`config.mk`:
```
export PLATFORM = sky130hd
export DESIGN_NAME = frame_sync_crc32_check_core
export DESIGN_NICKNAME = d
export VERILOG_FILES = /design/src/rtl/fsc_pkg.sv /design/src/rtl/fsc_fifo.sv /design/src/rtl/fsc_front.sv /design/src/rtl/fsc_back.sv /design/src/rtl/frame_sync_crc32_check_core.sv
export SDC_FILE = /design/constraint.sdc
export NUM_CORES = 1
export LEC_CHECK = 0
export ABC_AREA = 1
export BUFFER_PORTS_ARGS = -buffer_cell sky130_fd_sc_hd__clkbuf_2
export CAP_MARGIN = 20
export CORE_MARGIN = 5
export CORE_UTILIZATION = 30
export CTS_CLUSTER_DIAMETER = 60
export DETAILED_ROUTE_END_ITERATION = 10
export HOLD_SLACK_MARGIN = 0.12
export SLEW_MARGIN = 20
export SYNTH_ARGS = -nofsm -noshare
export SYNTH_HDL_FRONTEND = slang
export SYNTH_HIERARCHICAL = 1
export SYNTH_SLANG_ARGS = --single-unit
```
`constraint.sdc`:
```
create_clock -name clk -period 5.3 [get_ports clk]
set_input_delay 0.53 -clock clk [delete_from_list [all_inputs] [get_ports clk]]
set_output_delay 0.53 -clock clk [all_outputs]
set_load 0.02 [all_outputs]
```
`src/rtl/fsc_pkg.sv`:
```
package fsc_pkg;

  localparam int unsigned WordWidth = 32;
  localparam int unsigned ByteWidth = 8;
  localparam int unsigned LenWidth  = 8;

  localparam logic [LenWidth-1:0] MinLength   = 8'd8;
  localparam logic [LenWidth-1:0] CheckBytes  = 8'd4;
  localparam logic [LenWidth-1:0] SyncBytes   = 8'd4;
  localparam logic [LenWidth-1:0] MaxCount    = 8'hff;

  localparam logic [WordWidth-1:0] SyncWordReset   = 32'haa44121c;
  localparam logic [WordWidth-1:0] CrcPolyReset    = 32'hedb88320;
  localparam logic [LenWidth-1:0]  FrameLengthReset = 8'd112;

  localparam logic [1:0] REG_SYNC_WORD    = 2'd0;
  localparam logic [1:0] REG_CRC_POLY     = 2'd1;
  localparam logic [1:0] REG_FRAME_LENGTH = 2'd2;

  localparam logic [1:0] KIND_SYNC  = 2'd0;
  localparam logic [1:0] KIND_CRC   = 2'd1;
  localparam logic [1:0] KIND_CHECK = 2'd2;

  typedef struct packed {
    logic [WordWidth-1:0] sync_word;
    logic [WordWidth-1:0] crc_polynomial;
    logic [LenWidth-1:0]  frame_length;
  } fsc_cfg_t;

  typedef struct packed {
    logic [1:0]           kind;
    logic                 last;
    logic [WordWidth-1:0] data;
  } fsc_entry_t;

  typedef struct packed {
    logic                 crc_ok;
    logic [WordWidth-1:0] computed_crc;
    logic [WordWidth-1:0] received_crc;
  } fsc_result_t;

  function automatic logic [WordWidth-1:0] crc_byte(
    input logic [WordWidth-1:0] crc_in,
    input logic [ByteWidth-1:0] b,
    input logic [WordWidth-1:0] poly
  );
    logic [WordWidth-1:0] c;
    c = crc_in ^ {{(WordWidth-ByteWidth){1'b0}}, b};
    for (int k = 0; k < ByteWidth; k++) begin
      if (c[0]) begin
        c = (c >> 1) ^ poly;
      end else begin
        c = c >> 1;
      end
    end
    return c;
  endfunction

endpackage

```
`src/rtl/fsc_fifo.sv`:
```
module fsc_fifo #(
  parameter int unsigned WIDTH = 8,
  parameter int unsigned DEPTH = 4
) (
  input  logic             clk,
  input  logic             rst,
  input  logic             push,
  input  logic [WIDTH-1:0] wdata,
  output logic             full,
  input  logic             pop,
  output logic [WIDTH-1:0] rdata,
  output logic             empty
);

  localparam int unsigned PtrWidth = (DEPTH > 1) ? $clog2(DEPTH) : 1;
  localparam int unsigned CntWidth = $clog2(DEPTH + 1);
  localparam logic [PtrWidth-1:0] LastPtr = PtrWidth'(DEPTH - 1);
  localparam logic [CntWidth-1:0] FullCount = CntWidth'(DEPTH);

  logic [WIDTH-1:0]    mem [DEPTH];
  logic [PtrWidth-1:0] wr_ptr;
  logic [PtrWidth-1:0] rd_ptr;
  logic [CntWidth-1:0] count;
  logic                do_push;
  logic                do_pop;

  assign full    = (count == FullCount);
  assign empty   = (count == '0);
  assign do_push = push && !full;
  assign do_pop  = pop && !empty;
  assign rdata   = mem[rd_ptr];

  always_ff @(posedge clk) begin
    if (do_push) begin
      mem[wr_ptr] <= wdata;
    end
  end

  always_ff @(posedge clk) begin
    if (rst) begin
      wr_ptr <= '0;
      rd_ptr <= '0;
      count  <= '0;
    end else begin
      if (do_push) begin
        wr_ptr <= (wr_ptr == LastPtr) ? '0 : wr_ptr + 1'b1;
      end
      if (do_pop) begin
        rd_ptr <= (rd_ptr == LastPtr) ? '0 : rd_ptr + 1'b1;
      end
      if (do_push && !do_pop) begin
        count <= count + 1'b1;
      end else if (do_pop && !do_push) begin
        count <= count - 1'b1;
      end
    end
  end

endmodule

```
`src/rtl/fsc_front.sv`:
```
module fsc_front (
  input  logic               clk,
  input  logic               rst,
  input  fsc_pkg::fsc_cfg_t  cfg,
  input  logic               accept,
  input  logic [7:0]         data_byte,
  output logic               enq,
  output fsc_pkg::fsc_entry_t entry
);
  import fsc_pkg::*;

  logic [WordWidth-1:0] sync_shift;
  logic [WordWidth-1:0] sync_shift_next;
  logic                 in_frame;
  logic [LenWidth-1:0]  byte_count;
  logic [LenWidth-1:0]  count_inc;
  logic [LenWidth-1:0]  len;
  logic                 match;
  logic                 frame_end;

  assign len             = (cfg.frame_length < MinLength) ? MinLength : cfg.frame_length;
  assign sync_shift_next = {sync_shift[WordWidth-ByteWidth-1:0], data_byte};
  assign match           = !in_frame && (sync_shift_next == cfg.sync_word);
  assign count_inc       = (byte_count < MaxCount) ? byte_count + 1'b1 : byte_count;
  assign frame_end       = in_frame && (count_inc >= len);

  always_comb begin
    enq        = accept && (in_frame || match);
    entry.last = frame_end;
    if (!in_frame) begin
      entry.kind = KIND_SYNC;
      entry.data = sync_shift_next;
    end else begin
      entry.kind = (byte_count < len - CheckBytes) ? KIND_CRC : KIND_CHECK;
      entry.data = {{(WordWidth-ByteWidth){1'b0}}, data_byte};
    end
  end

  always_ff @(posedge clk) begin
    if (rst) begin
      sync_shift <= '0;
      in_frame   <= 1'b0;
      byte_count <= '0;
    end else if (accept) begin
      if (!in_frame) begin
        sync_shift <= sync_shift_next;
        if (match) begin
          in_frame   <= 1'b1;
          byte_count <= SyncBytes;
        end
      end else if (frame_end) begin
        in_frame   <= 1'b0;
        sync_shift <= '0;
        byte_count <= '0;
      end else begin
        byte_count <= count_inc;
      end
    end
  end

endmodule

```
`src/rtl/fsc_back.sv`:
```
module fsc_back (
  input  logic                clk,
  input  logic                rst,
  input  fsc_pkg::fsc_cfg_t   cfg,
  input  logic                mid_empty,
  input  fsc_pkg::fsc_entry_t entry,
  output logic                mid_pop,
  input  logic                res_full,
  output logic                res_push,
  output fsc_pkg::fsc_result_t result
);
  import fsc_pkg::*;

  logic [WordWidth-1:0] crc_accum;
  logic [WordWidth-1:0] crc_accum_next;
  logic [WordWidth-1:0] checksum_accum;
  logic [WordWidth-1:0] checksum_accum_next;
  logic [23:0]          sync_rest;
  logic [1:0]           steps;

  always_comb begin
    crc_accum_next      = crc_accum;
    checksum_accum_next = checksum_accum;
    mid_pop             = 1'b0;
    res_push            = 1'b0;
    if (steps != 2'd0) begin
      crc_accum_next = crc_byte(crc_accum, sync_rest[23:16], cfg.crc_polynomial);
    end else if (!mid_empty && !(entry.last && res_full)) begin
      mid_pop  = 1'b1;
      res_push = entry.last;
      unique case (entry.kind)
        KIND_SYNC: begin
          crc_accum_next      = crc_byte('0, entry.data[31:24], cfg.crc_polynomial);
          checksum_accum_next = '0;
        end
        KIND_CRC: begin
          crc_accum_next = crc_byte(crc_accum, entry.data[7:0], cfg.crc_polynomial);
        end
        KIND_CHECK: begin
          checksum_accum_next = {entry.data[7:0], checksum_accum[WordWidth-1:ByteWidth]};
        end
        default: begin
        end
      endcase
    end
    result.crc_ok       = (crc_accum_next == checksum_accum_next);
    result.computed_crc = crc_accum_next;
    result.received_crc = checksum_accum_next;
  end

  always_ff @(posedge clk) begin
    crc_accum      <= crc_accum_next;
    checksum_accum <= checksum_accum_next;
    if (steps != 2'd0) begin
      sync_rest <= {sync_rest[15:0], 8'h00};
    end else if (mid_pop && entry.kind == KIND_SYNC) begin
      sync_rest <= entry.data[23:0];
    end
  end

  always_ff @(posedge clk) begin
    if (rst) begin
      steps <= 2'd0;
    end else if (steps != 2'd0) begin
      steps <= steps - 2'd1;
    end else if (mid_pop && entry.kind == KIND_SYNC) begin
      steps <= 2'd3;
    end
  end

`ifndef NO_ASSERTIONS
  a_no_pop_in_sync: assert property (@(posedge clk) disable iff (rst)
    steps != 2'd0 |-> !mid_pop)
    else $error("queue popped while sync bytes are still being folded in");

  a_result_on_last: assert property (@(posedge clk) disable iff (rst)
    res_push |-> (mid_pop && entry.last))
    else $error("result pushed for a beat that does not end a frame");

  a_sync_steps: assert property (@(posedge clk) disable iff (rst)
    (mid_pop && entry.kind == KIND_SYNC) |=> steps == 2'd3)
    else $error("sync beat did not start the three-byte sync fold");

  a_no_result_overflow: assert property (@(posedge clk) disable iff (rst)
    res_push |-> !res_full)
    else $error("result pushed into a full result queue");
`endif

endmodule

```
`src/rtl/frame_sync_crc32_check_core.sv`:
```
// Channel  | Handshake                 | Payload
// -------- | ------------------------- | -------------------------------------------
// input    | push / full               | data_byte[7:0]
// result   | empty / pop               | crc_ok, computed_crc[31:0], received_crc[31:0]
// config   | cfg_valid / cfg_ready     | cfg_index[1:0], cfg_data[31:0]
//
// One byte beat is taken per cycle while the middle queue has room.
// The back end takes one byte per cycle while the middle queue holds entries,
// folding payload bytes into the CRC and shifting check bytes into received_crc;
// after a sync match it first folds in the other sync bytes the front took while
// hunting, and this fold can fill the middle queue and raise full after a match.
// Results wait in a small output queue, and the back end stalls only when a frame
// ends while that queue is full. rst is synchronous and restores the register
// defaults; cfg_ready is always high.
module frame_sync_crc32_check_core #(
  parameter int unsigned QUEUE_DEPTH  = 4,
  parameter int unsigned RESULT_DEPTH = 2
) (
  input  logic        clk,
  input  logic        rst,
  input  logic        push,
  output logic        full,
  input  logic [7:0]  data_byte,
  output logic        empty,
  input  logic        pop,
  output logic        crc_ok,
  output logic [31:0] computed_crc,
  output logic [31:0] received_crc,
  input  logic        cfg_valid,
  output logic        cfg_ready,
  input  logic [1:0]  cfg_index,
  input  logic [31:0] cfg_data
);
  import fsc_pkg::*;

  fsc_cfg_t    cfg;
  fsc_entry_t  enq_entry;
  fsc_entry_t  mid_entry;
  fsc_result_t res_in;
  fsc_result_t res_out;
  logic        accept;
  logic        enq;
  logic        mid_full;
  logic        mid_empty;
  logic        mid_pop;
  logic        res_full;
  logic        res_push;

  assign cfg_ready = 1'b1;
  assign full      = mid_full;
  assign accept    = push && !mid_full;

  always_ff @(posedge clk) begin
    if (rst) begin
      cfg.sync_word      <= SyncWordReset;
      cfg.crc_polynomial <= CrcPolyReset;
      cfg.frame_length   <= FrameLengthReset;
    end else if (cfg_valid && cfg_ready) begin
      unique case (cfg_index)
        REG_SYNC_WORD:    cfg.sync_word      <= cfg_data;
        REG_CRC_POLY:     cfg.crc_polynomial <= cfg_data;
        REG_FRAME_LENGTH: cfg.frame_length   <= cfg_data[LenWidth-1:0];
        default: begin
        end
      endcase
    end
  end

  fsc_front u_front (
    .clk       (clk),
    .rst       (rst),
    .cfg       (cfg),
    .accept    (accept),
    .data_byte (data_byte),
    .enq       (enq),
    .entry     (enq_entry)
  );

  fsc_fifo #(
    .WIDTH ($bits(fsc_entry_t)),
    .DEPTH (QUEUE_DEPTH)
  ) u_mid_queue (
    .clk   (clk),
    .rst   (rst),
    .push  (enq),
    .wdata (enq_entry),
    .full  (mid_full),
    .pop   (mid_pop),
    .rdata (mid_entry),
    .empty (mid_empty)
  );

  fsc_back u_back (
    .clk       (clk),
    .rst       (rst),
    .cfg       (cfg),
    .mid_empty (mid_empty),
    .entry     (mid_entry),
    .mid_pop   (mid_pop),
    .res_full  (res_full),
    .res_push  (res_push),
    .result    (res_in)
  );

  fsc_fifo #(
    .WIDTH ($bits(fsc_result_t)),
    .DEPTH (RESULT_DEPTH)
  ) u_result_queue (
    .clk   (clk),
    .rst   (rst),
    .push  (res_push),
    .wdata (res_in),
    .full  (res_full),
    .pop   (pop),
    .rdata (res_out),
    .empty (empty)
  );

  assign crc_ok       = res_out.crc_ok;
  assign computed_crc = res_out.computed_crc;
  assign received_crc = res_out.received_crc;

endmodule
```
# --- Word-level counts from Yosys, hierarchy flattened ---
# Memories as Yosys holds them, arrays and structs flattened. A register that Yosys moved wholly into a read port is not among the register bits.
# Cells that the tools add are included.
word_totals:
  ff_bits: 206
  ram_bits: 270
  in_bits: 47
  output_inout_bits: 68
  n_memories: 2
mem_list:
  columns: ["memory", "words", "word_bits", "read_ports", "rd_clocked_by_memory_dff", "wr", "line_no", "source"]
  rows:
  - ["u_mid_queue.mem", 4, 35, 1, 1, 1, "fsc_fifo.sv:20", "logic [WIDTH-1:0] mem [DEPTH];"]
  - ["u_result_queue.mem", 2, 65, 1, 1, 1, "fsc_fifo.sv:20", null]
op_classes:
  addsub: 11
  magnitude_cmp: 4
  n_eq_ne: 11
  n_mux: 116
  bitwise_logic: 26
  reduce_logical: 40
op_table:
  columns: ["cell", "n"]
  rows:
  - ["2-to-1 mux 32 bit", 78]
  - ["bitwise XOR 31 x 32 -> 32 bit", 23]
  - ["case mux 32 bit (2 select lines)", 2]
  - ["2-to-1 mux 24 bit", 4]
  - ["== test 32 bit", 2]
  - ["bitwise XOR 32 x 8 -> 32 bit", 2]
  - ["2-to-1 mux 8 bit", 5]
  - ["bitwise XOR 7 x 32 -> 32 bit", 1]
  - ["2-to-1 mux 2 bit", 10]
  - ["logical AND 1 bit", 15]
  - ["2-to-1 mux 1 bit", 15]
  - ["== test 2 bit, second input constant", 5]
  - ["zero test 1 bit", 10]
  - ["AND reduction 2 bit", 5]
  - ["nonzero test 2 bit", 5]
  - ["adder 8 x 1 -> 8 bit, second input constant", 1]
  - ["greater-or-equal comparator 8 bit", 1]
  - ["< comparator 8 x 4 -> 1 bit, second input constant", 1]
  - ["< comparator 8 bit", 1]
  - ["< comparator 8 bit, second input constant", 1]
  - ["subtractor 8 x 3 -> 8 bit, second input constant", 1]
  - ["adder 2 x 1 -> 2 bit, second input constant", 3]
  - ["zero test 2 bit", 3]
  - ["2-to-1 mux 3 bit", 2]
  - ["9 further kinds", 12]

# --- Longest topological paths before layout ---
# Gate-level depths: netlist of run 1.
logic_depth:
  word_depth: 42
  ltp_mapped: 44
  ltp_nobuf: 40

# --- By module ---
# Netlist of run 1, hierarchy kept.
by_module_without_submodules:
  columns: ["mod", "instances", "cells_per_inst", "area_each_um2"]
  rows:
  - ["fsc_back", 1, 3371, 17768.3]
  - ["fsc_fifo (u_mid_queue)", 1, 409, 5679.2]
  - ["fsc_fifo (u_result_queue)", 1, 239, 5142.4]
  - ["fsc_front", 1, 516, 3159.3]
  - ["frame_sync_crc32_check_core", 1, 417, 2975.4]

# --- Worst setup path before layout of run 1 ---
# No wires, ideal clock.
synth_path:
  path_type: "register to register"
  startpoint: "register u_back.steps[0]"
  endpoint: "memory u_result_queue/mem[0][0] in the netlist's numbering, enable pin"
  setup_time_ns: 0.488
  arrival_ns: 4.326
  required_ns: 4.812
  path_slack_ns: 0.486
  path_stages_with_launch: 10
  period_less_slack_ns: 4.814
  path_cell_list: "dfxtp_1 inv_1 ha_1 clkinv_1 clkbuf_1 clkbuf_1 clkbuf_1 nor2_1 o21ai_2 nor2_1"
synth_between:
  elab_chain_cells: 5
synth_rtl:
  columns: ["element", "line_no", "source"]
  rows:
  - ["start: declaration", "fsc_back.sv:19", "logic [1:0] steps;"]
  - ["start signal: assignment", "fsc_back.sv:65", "steps <= steps - 2'd1;"]
  - ["nonzero test 2 bit", "fsc_back.sv:26", "if (steps != 2'd0) begin"]
  - ["2-to-1 mux 1 bit", "fsc_back.sv:26", null]
  - ["named net res_push", "frame_sync_crc32_check_core.sv:47", "logic res_push;"]
  - ["logical AND 1 bit", "fsc_fifo.sv:29", "assign do_push = push && !full;"]
  - ["2-to-1 mux 1 bit", "fsc_fifo.sv:34", "if (do_push) begin"]
  - ["2-to-1 mux 1 bit (implied by the code)", "fsc_fifo.sv:35", "mem[wr_ptr] <= wdata;"]
  - ["end: declaration", "fsc_fifo.sv:20", null]
# The timed path passes the listed nets, and every way through them passes these cells.

==> results of run 1 <==
[logic make-up after synthesis]
family / after synthesis
flops: 479
xor+xnor: 393
mux: 65
simple gates: 2734
buf+inv: 859
other cells: 1
fa+ha+maj: 25
compound gates: 396
[how the worst max path moves through the flow]
stage,depth (start not counted),slack (ns),end
floorplan,9,0.49,u_result_queue/mem[0][0]
global placement,37,0.31,u_result_queue/mem[0][64]
detailed placement,37,0.18,u_result_queue/mem[1][64]
CTS,37,0.16,u_result_queue/mem[1][64]
global route,36,0.01,u_result_queue/mem[0][64]
finish,34,0.34,u_result_queue/mem[1][64]
[worst register-to-register path, delay by kind of cell (launching register included)]
family | cells | cell delay, ns
XOR/XNOR | 2 | 0.44
buffers and inverters | 4 | 0.73
flip-flops | 1 | 0.42
AO/OA/AOI/OAI | 4 | 0.70
AND/OR/NAND/NOR | 24 | 2.46
[what timing repair did]
action,4_1_cts,5_1_grt
hold endpoints to repair,0,0
resized for setup,0,42
endpoints found under the setup margin,0,24
setup buffers,0,1
[routing by layer]
metal	share of wire (%)	routed length, um	up-vias
met5	0	0	-
met4	4.2	5110	0
met3	7.4	9060	232
met2	46	56200	1189
met1	42	51600	14900
li1	-	-	15700
[power by group through the flow]
stage / clock network, mW / registers [mW] / logic (mW)
6_report: 3.81 / 5.12 / 16.4
3_5_place_dp: 0 / 5.19 / 16.0
5_1_grt: 4.06 / 5.14 / 18.2
4_1_cts: 3.89 / 5.11 / 16.0
3_3_place_gp: 0 / 5.18 / 15.7
2_1_floorplan: 0 / 4.94 / 11.9
[registers in the layout (all words and copies together), names as in the netlist, 8 cells and up, named ones only]
name,count
u_result_queue/mem,130
u_mid_queue/mem,140
u_back/checksum_accum,32
cfg,72
u_back/crc_accum,32
u_front/sync_shift,24
u_back/sync_rest,24
u_front/byte_count,8
[placed cells by master (no fill, tap or decap), drive strengths merged, types with 24 or more instances in the layout]
cell / synthesis / layout
nor2: 484 / 484
o21ai: 220 / 220
mux2: 65 / 65
edfxtp: 286 / 286
nand4: 48 / 48
inv: 545 / 551
nand2: 1598 / 1598
xor2: 232 / 232
dfxtp: 193 / 193
o22ai: 66 / 66
clkbuf: 109 / 188
nand3: 547 / 547
ha: 24 / 24
xnor2: 161 / 161
a21oi: 82 / 82
nand3b: 28 / 28
buf: 197 / 146
[through the flow]
step / setup WS (ns) / utilization, % / total power [mW]
finish: 0.341 / 33.9 / 25.3
detailed placement: 0.176 / 32.1 / 21.2
CTS: 0.164 / 33.7 / 25.1
global route: 0.0102 / 33.9 / 27.4
global placement: 0.306 / 32.1 / 20.9
floorplan: 0.486 / - / 16.8
[cell type report]
type	count	area, um2
Fill cell	12200	75800
Multi-Input combinational cell	3614	18700
Sequential cell	479	12500
Inverter	552	2090
Timing Repair Buffer	260	1900
Tap cell	1512	1890
Clock buffer	74	1480
Clock inverter	24	317
Antenna cell	5	12.5
==> key figures, run 1 <==
Synth
  • Register area share after synthesis: 35.9%
  • Simple-gate share of the synthesized area: 33.3%
  • Net Count, Synth: 5024
  • Post-Syn Instances: 4952
  • Largest family of logic cells by synthesized area: simple AND/OR/NAND/NOR gates
  • Top-count cell post-synth: nand2_1
  • Synth Area in Compound Gates: 6.50%
  • Yosys warning count: 6
  • Asr flop ratio synth: 0%
  • Post-Synth XOR/XNOR Area: 9.91%
  • Adder-cell share of the synthesized area: 0.922%
  • Post-synthesis mux area share: 2.65%
  • Flops & latches, synth: 479
  • Cell area after synthesis: 34700 um2
  • Prevailing post-synth register cell: edfxtp_1
  • Share of the synthesized area in the top cell type: 24.7%
  • Post-synth EDFFs: 286
  • Syn_area_per_cell: 7.01 um2
  • Distinct cell type count after synthesis: 54
  • Area contributors post-synth: edfxtp_1, nand2_1, dfxtp_1, nand3_1, xor2_1
  • Largest area contributor in the netlist: edfxtp_1
  • Most instantiated cells after synthesis: nand2_1, nand3_1, inv_1

Global route
  • Met1 Resource Use GR: 25.4%
  • Grt peak-use layer: met2
  • Largest net degree at the start of global routing: 74
  • Grt ovf: 0
  • Met3 Use GR: 2.83%
  • First-pass GRT wire length: 182000 um
  • Initial antenna violation count: 7
  • Global router's overall resource usage: 19.2%
  • Number of global-route vias before repair: 29100
  • Met2 Usage GRT: 31.9%

Timing
  • Period utilization: 93.6%
  • Worst clock skew: 0.0323 ns
  • Worst Max-Slew Pin Slew: 1.16 ns
  • Total negative slack: 0 ns
  • Hold violation count in the final report: 0
  • Slew HR: 22.6%
  • Hold slack: 0.171 ns
  • Max Clk Rate: 202 MHz
  • Final-report max-slew violation count: 0
  • Final Setup Violations: 0
  • Fin crit period: 4.96 ns
  • RSZ-0062 raised after global routing: no

Floorplanning
  • Initial Util: 30.3%
  • IO Count: 115
  • Row count: 124
  • Die H: 350 um
  • Die Span X: 350 um
  • Core Region: 115000 um2
  • Die area: 123000 um2

Power and ir drop
  • Sequential Power Share: 20.2%
  • Pwr dens: 651 nW/um2
  • NetSw: 13.1 mW
  • Sw frac: 51.7%
  • P_int: 12.2 mW
  • Maximum VDD drop: 0.349 mV
  • Clock share of power: 15.1%
  • Leakage Power: 17.6 nW
  • Comb pwr share: 64.7%

Routing
  • Vias per inst: 4.91
  • Drt wl/cell: 18.7 um
  • WL final: 122000 um
  • Initial DRC count: 3033
  • DR pass1 iterations: 6
  • Drt drc: 0
  • Antenna Nets Post-Route: 0
  • Via count: 32000

Final layout
  • Layout cells sized above 1: 12.0%
  • Fin cells: 6520
  • Nets: 5032
  • P&R area growth vs syn: 11.9%
  • Final Cell Area: 38900 um2

Placement
  • Hpwl dp: 90400 um
  • Dpl cells: 6414
  • Placed Area: 36800 um2
  • Port bufs: 113
  • Gpl congestion: 0.971

Clock network
  • Clk pin slew, worst setup/hold paths: 0.06 ns
  • CTS tree: yes
  • Clk Latency, worst-skew pair: 0.63 ns
  • Num CTS Buffers: 53
  • CTS H-tree depth: 2
  • Root Buffer: clkbuf_16
  • Cts hold-fix bufs: 0
  • Clock Tree Buf Depth: 3
  • Clock Sinks: 479

Worst setup path
  • Critical path class: reg2reg
  • Crit-path max cell delay: 0.42 ns
  • R2R cell count: 34
  • Critical path required time: 5.68 ns
  • Worst setup EP type: flop
  • Slowest cell on the critical path: dfxtp_4
  • Delay-heaviest family, CP: simple AND/OR/NAND/NOR gates
  • R2r endpoint: u_result_queue/mem[1][64]
  • Crit path max fanout: 27
  • Worst EP arrival: 5.34 ns
  • Crit path buffers/inverters: 4
  • Startpoint Class: flop
  • Cell repeated most along the worst path: nand2_1
  • FF-to-FF setup slack: 0.34 ns

Min path
  • Hold path cells: 3
  • Hold Startpoint: cfg_data[29]
  • Worst hold path endpoint: cfg[69]
  • Tightest Hold Check Type: in2reg

Outcome
  • Outcome: complete, no violations

Job
  • Max-capacitance violation count: 0
Note: power is estimated with default switching activity, not from simulation.
==> inputs of run 2 (changes only) <==
--- a/config.mk
+++ b/config.mk
@@ -13,6 +13,7 @@
 export CTS_CLUSTER_DIAMETER = 60
 export DETAILED_ROUTE_END_ITERATION = 10
 export HOLD_SLACK_MARGIN = 0.12
+export RECOVER_POWER = 100
 export SLEW_MARGIN = 20
 export SYNTH_ARGS = -nofsm -noshare
 export SYNTH_HDL_FRONTEND = slang
==> key figures, run 2 (synthesized netlist as in run 1, its figures left out) <==
Timing
  • Worst clock skew: 0.0332 ns
  • Period utilization: 93.5%
  • Total negative slack: 0 ns
  • Worst Max-Slew Pin Slew: 1.99 ns
  • Max Clk Rate: 202 MHz
  • Hold violation count in the final report: 0
  • Fin crit period: 4.96 ns
  • Final-report max-slew violation count: 332
  • Slew HR: -32.9%
  • Final WS setup: 0.344 ns
  • Final Setup Violations: 0
  • RSZ-0062 raised after global routing: no

Placement
  • Hpwl dp: 90400 um
  • Placed Area: 36800 um2
  • Gpl congestion: 0.971
  • Port bufs: 113
  • Place WS: 0.176 ns

Power and ir drop
  • Leakage Power: 17.4 nW
  • Maximum VDD drop: 0.351 mV
  • Pwr dens: 658 nW/um2

Floorplanning
  • Initial Util: 30.3%
  • Core Region: 115000 um2
  • Row count: 124
  • Die H: 350 um
  • IO Count: 115
  • Die area: 123000 um2
  • Die Span X: 350 um

Clock network
  • Clock Sinks: 479
  • Clock Tree Buf Depth: 3
  • Num CTS Buffers: 53
  • Clk pin slew, worst setup/hold paths: 0.06 ns
  • Root Buffer: clkbuf_16
  • CTS tree: yes
  • CTS H-tree depth: 2
  • Clk Latency, worst-skew pair: 0.64 ns

Worst setup path
  • Worst setup EP type: flop
  • Critical path required time: 5.68 ns
  • Critical path class: reg2reg
  • Crit path max fanout: 27
  • Crit-path max cell delay: 0.41 ns
  • Worst EP arrival: 5.34 ns
  • Slowest cell on the critical path: dfxtp_4
  • FF-to-FF setup slack: 0.34 ns
  • Startpoint Class: flop
  • Cell repeated most along the worst path: nand2_1

Final layout
  • Max reg flops: 140
  • Final Cell Area: 38500 um2
  • Commonest cells after routing, fill and taps aside: nand2_1, nand3_1, inv_1, nor2_1, edfxtp_1
  • P&R area growth vs syn: 10.8%
  • Commonest non-fill, non-tap cell in the layout: nand2_1
  • Biggest register: u_mid_queue/mem
  • Layout cells sized above 1: 9.69%
  • Nets: 5032
  • Top Registers: u_mid_queue/mem x140, u_result_queue/mem x130, cfg x72

Routing
  • Antenna Nets Post-Route: 0
  • Drt wl/cell: 18.8 um
  • WL final: 122000 um
  • Drt drc: 0
  • DR pass1 iterations: 6
  • Via count: 32000
  • Vias per inst: 4.91
  • Initial DRC count: 3072

Global route
  • Grt ovf: 0
  • Global router's overall resource usage: 19.2%
  • Number of global-route vias before repair: 29100
  • Largest net degree at the start of global routing: 74
  • Initial antenna violation count: 7
  • First-pass GRT wire length: 182000 um

Outcome
  • Outcome: complete, but fails checks
  • Failing checks: capacitance limit, slew limit

Min path
  • Tightest Hold Check Type: in2reg

Job
  • Max-capacitance violation count: 7
==> run 2: worst paths after layout <==
path,end,cells past startpoint,start
setup / recovery,u_result_queue/mem[1][64],34,flop
hold / removal,cfg[18],3,cfg_data[10]
setup reg to reg,u_result_queue/mem[1][64],34,flop
hold reg to reg,cfg[5],2,cfg[5]
==> run 2: metal layers <==
metal	share of wire, %	global-route usage, %	routed length (um)
met1	43	25.4	52000
met2	46	31.9	56500
met3	7.1	2.83	8730
met4	4.2	7.28	5120
met5	0	0	0
==> run 2: timing repair <==
item | CTS | global route
setup endpoints to repair | 0 | 24
resized for setup | 0 | 42
setup buffers | 0 | 1
hold buffers | 0 | 0
==> run 2: critical path: cells and delay by family (launching register included) <==
kind | cells | cell delay (ns)
xor+xnor | 2 | 0.44
buf+inv | 4 | 0.72
simple gates | 24 | 2.45
flops | 1 | 0.41
compound gates | 4 | 0.68
==> run 2: cell type report <==
class                   count  area (um2)
clock inverters            24         317
fillers                 12200       76200
flip-flops and latches    479       12500
multi-input cells        3614       18400
well taps                1512        1890
inverters                 552        2090
repair buffers            260        1830
diodes                      5        12.5
clock buffers              74        1480
==> run 2: per-stage QoR <==
stage               total power, mW  utilization (%)  std cells  hold slack [ns]
floorplan                      16.8                -       4952            0.427
global placement               20.9             32.1       6414            0.447
CTS                            25.1             33.7       6512            0.133
finish                         25.3             33.5       6520            0.165
global route                   27.3             33.5       6517            0.169
detailed placement             21.2             32.1       6414            0.455
==> run 2: where the power goes <==
| group | switching [mW] | internal [mW] |
|---|---|---|
| logic | 11.1 | 5.28 |
| clock network | 1.59 | 2.21 |
| registers | 0.414 | 4.70 |
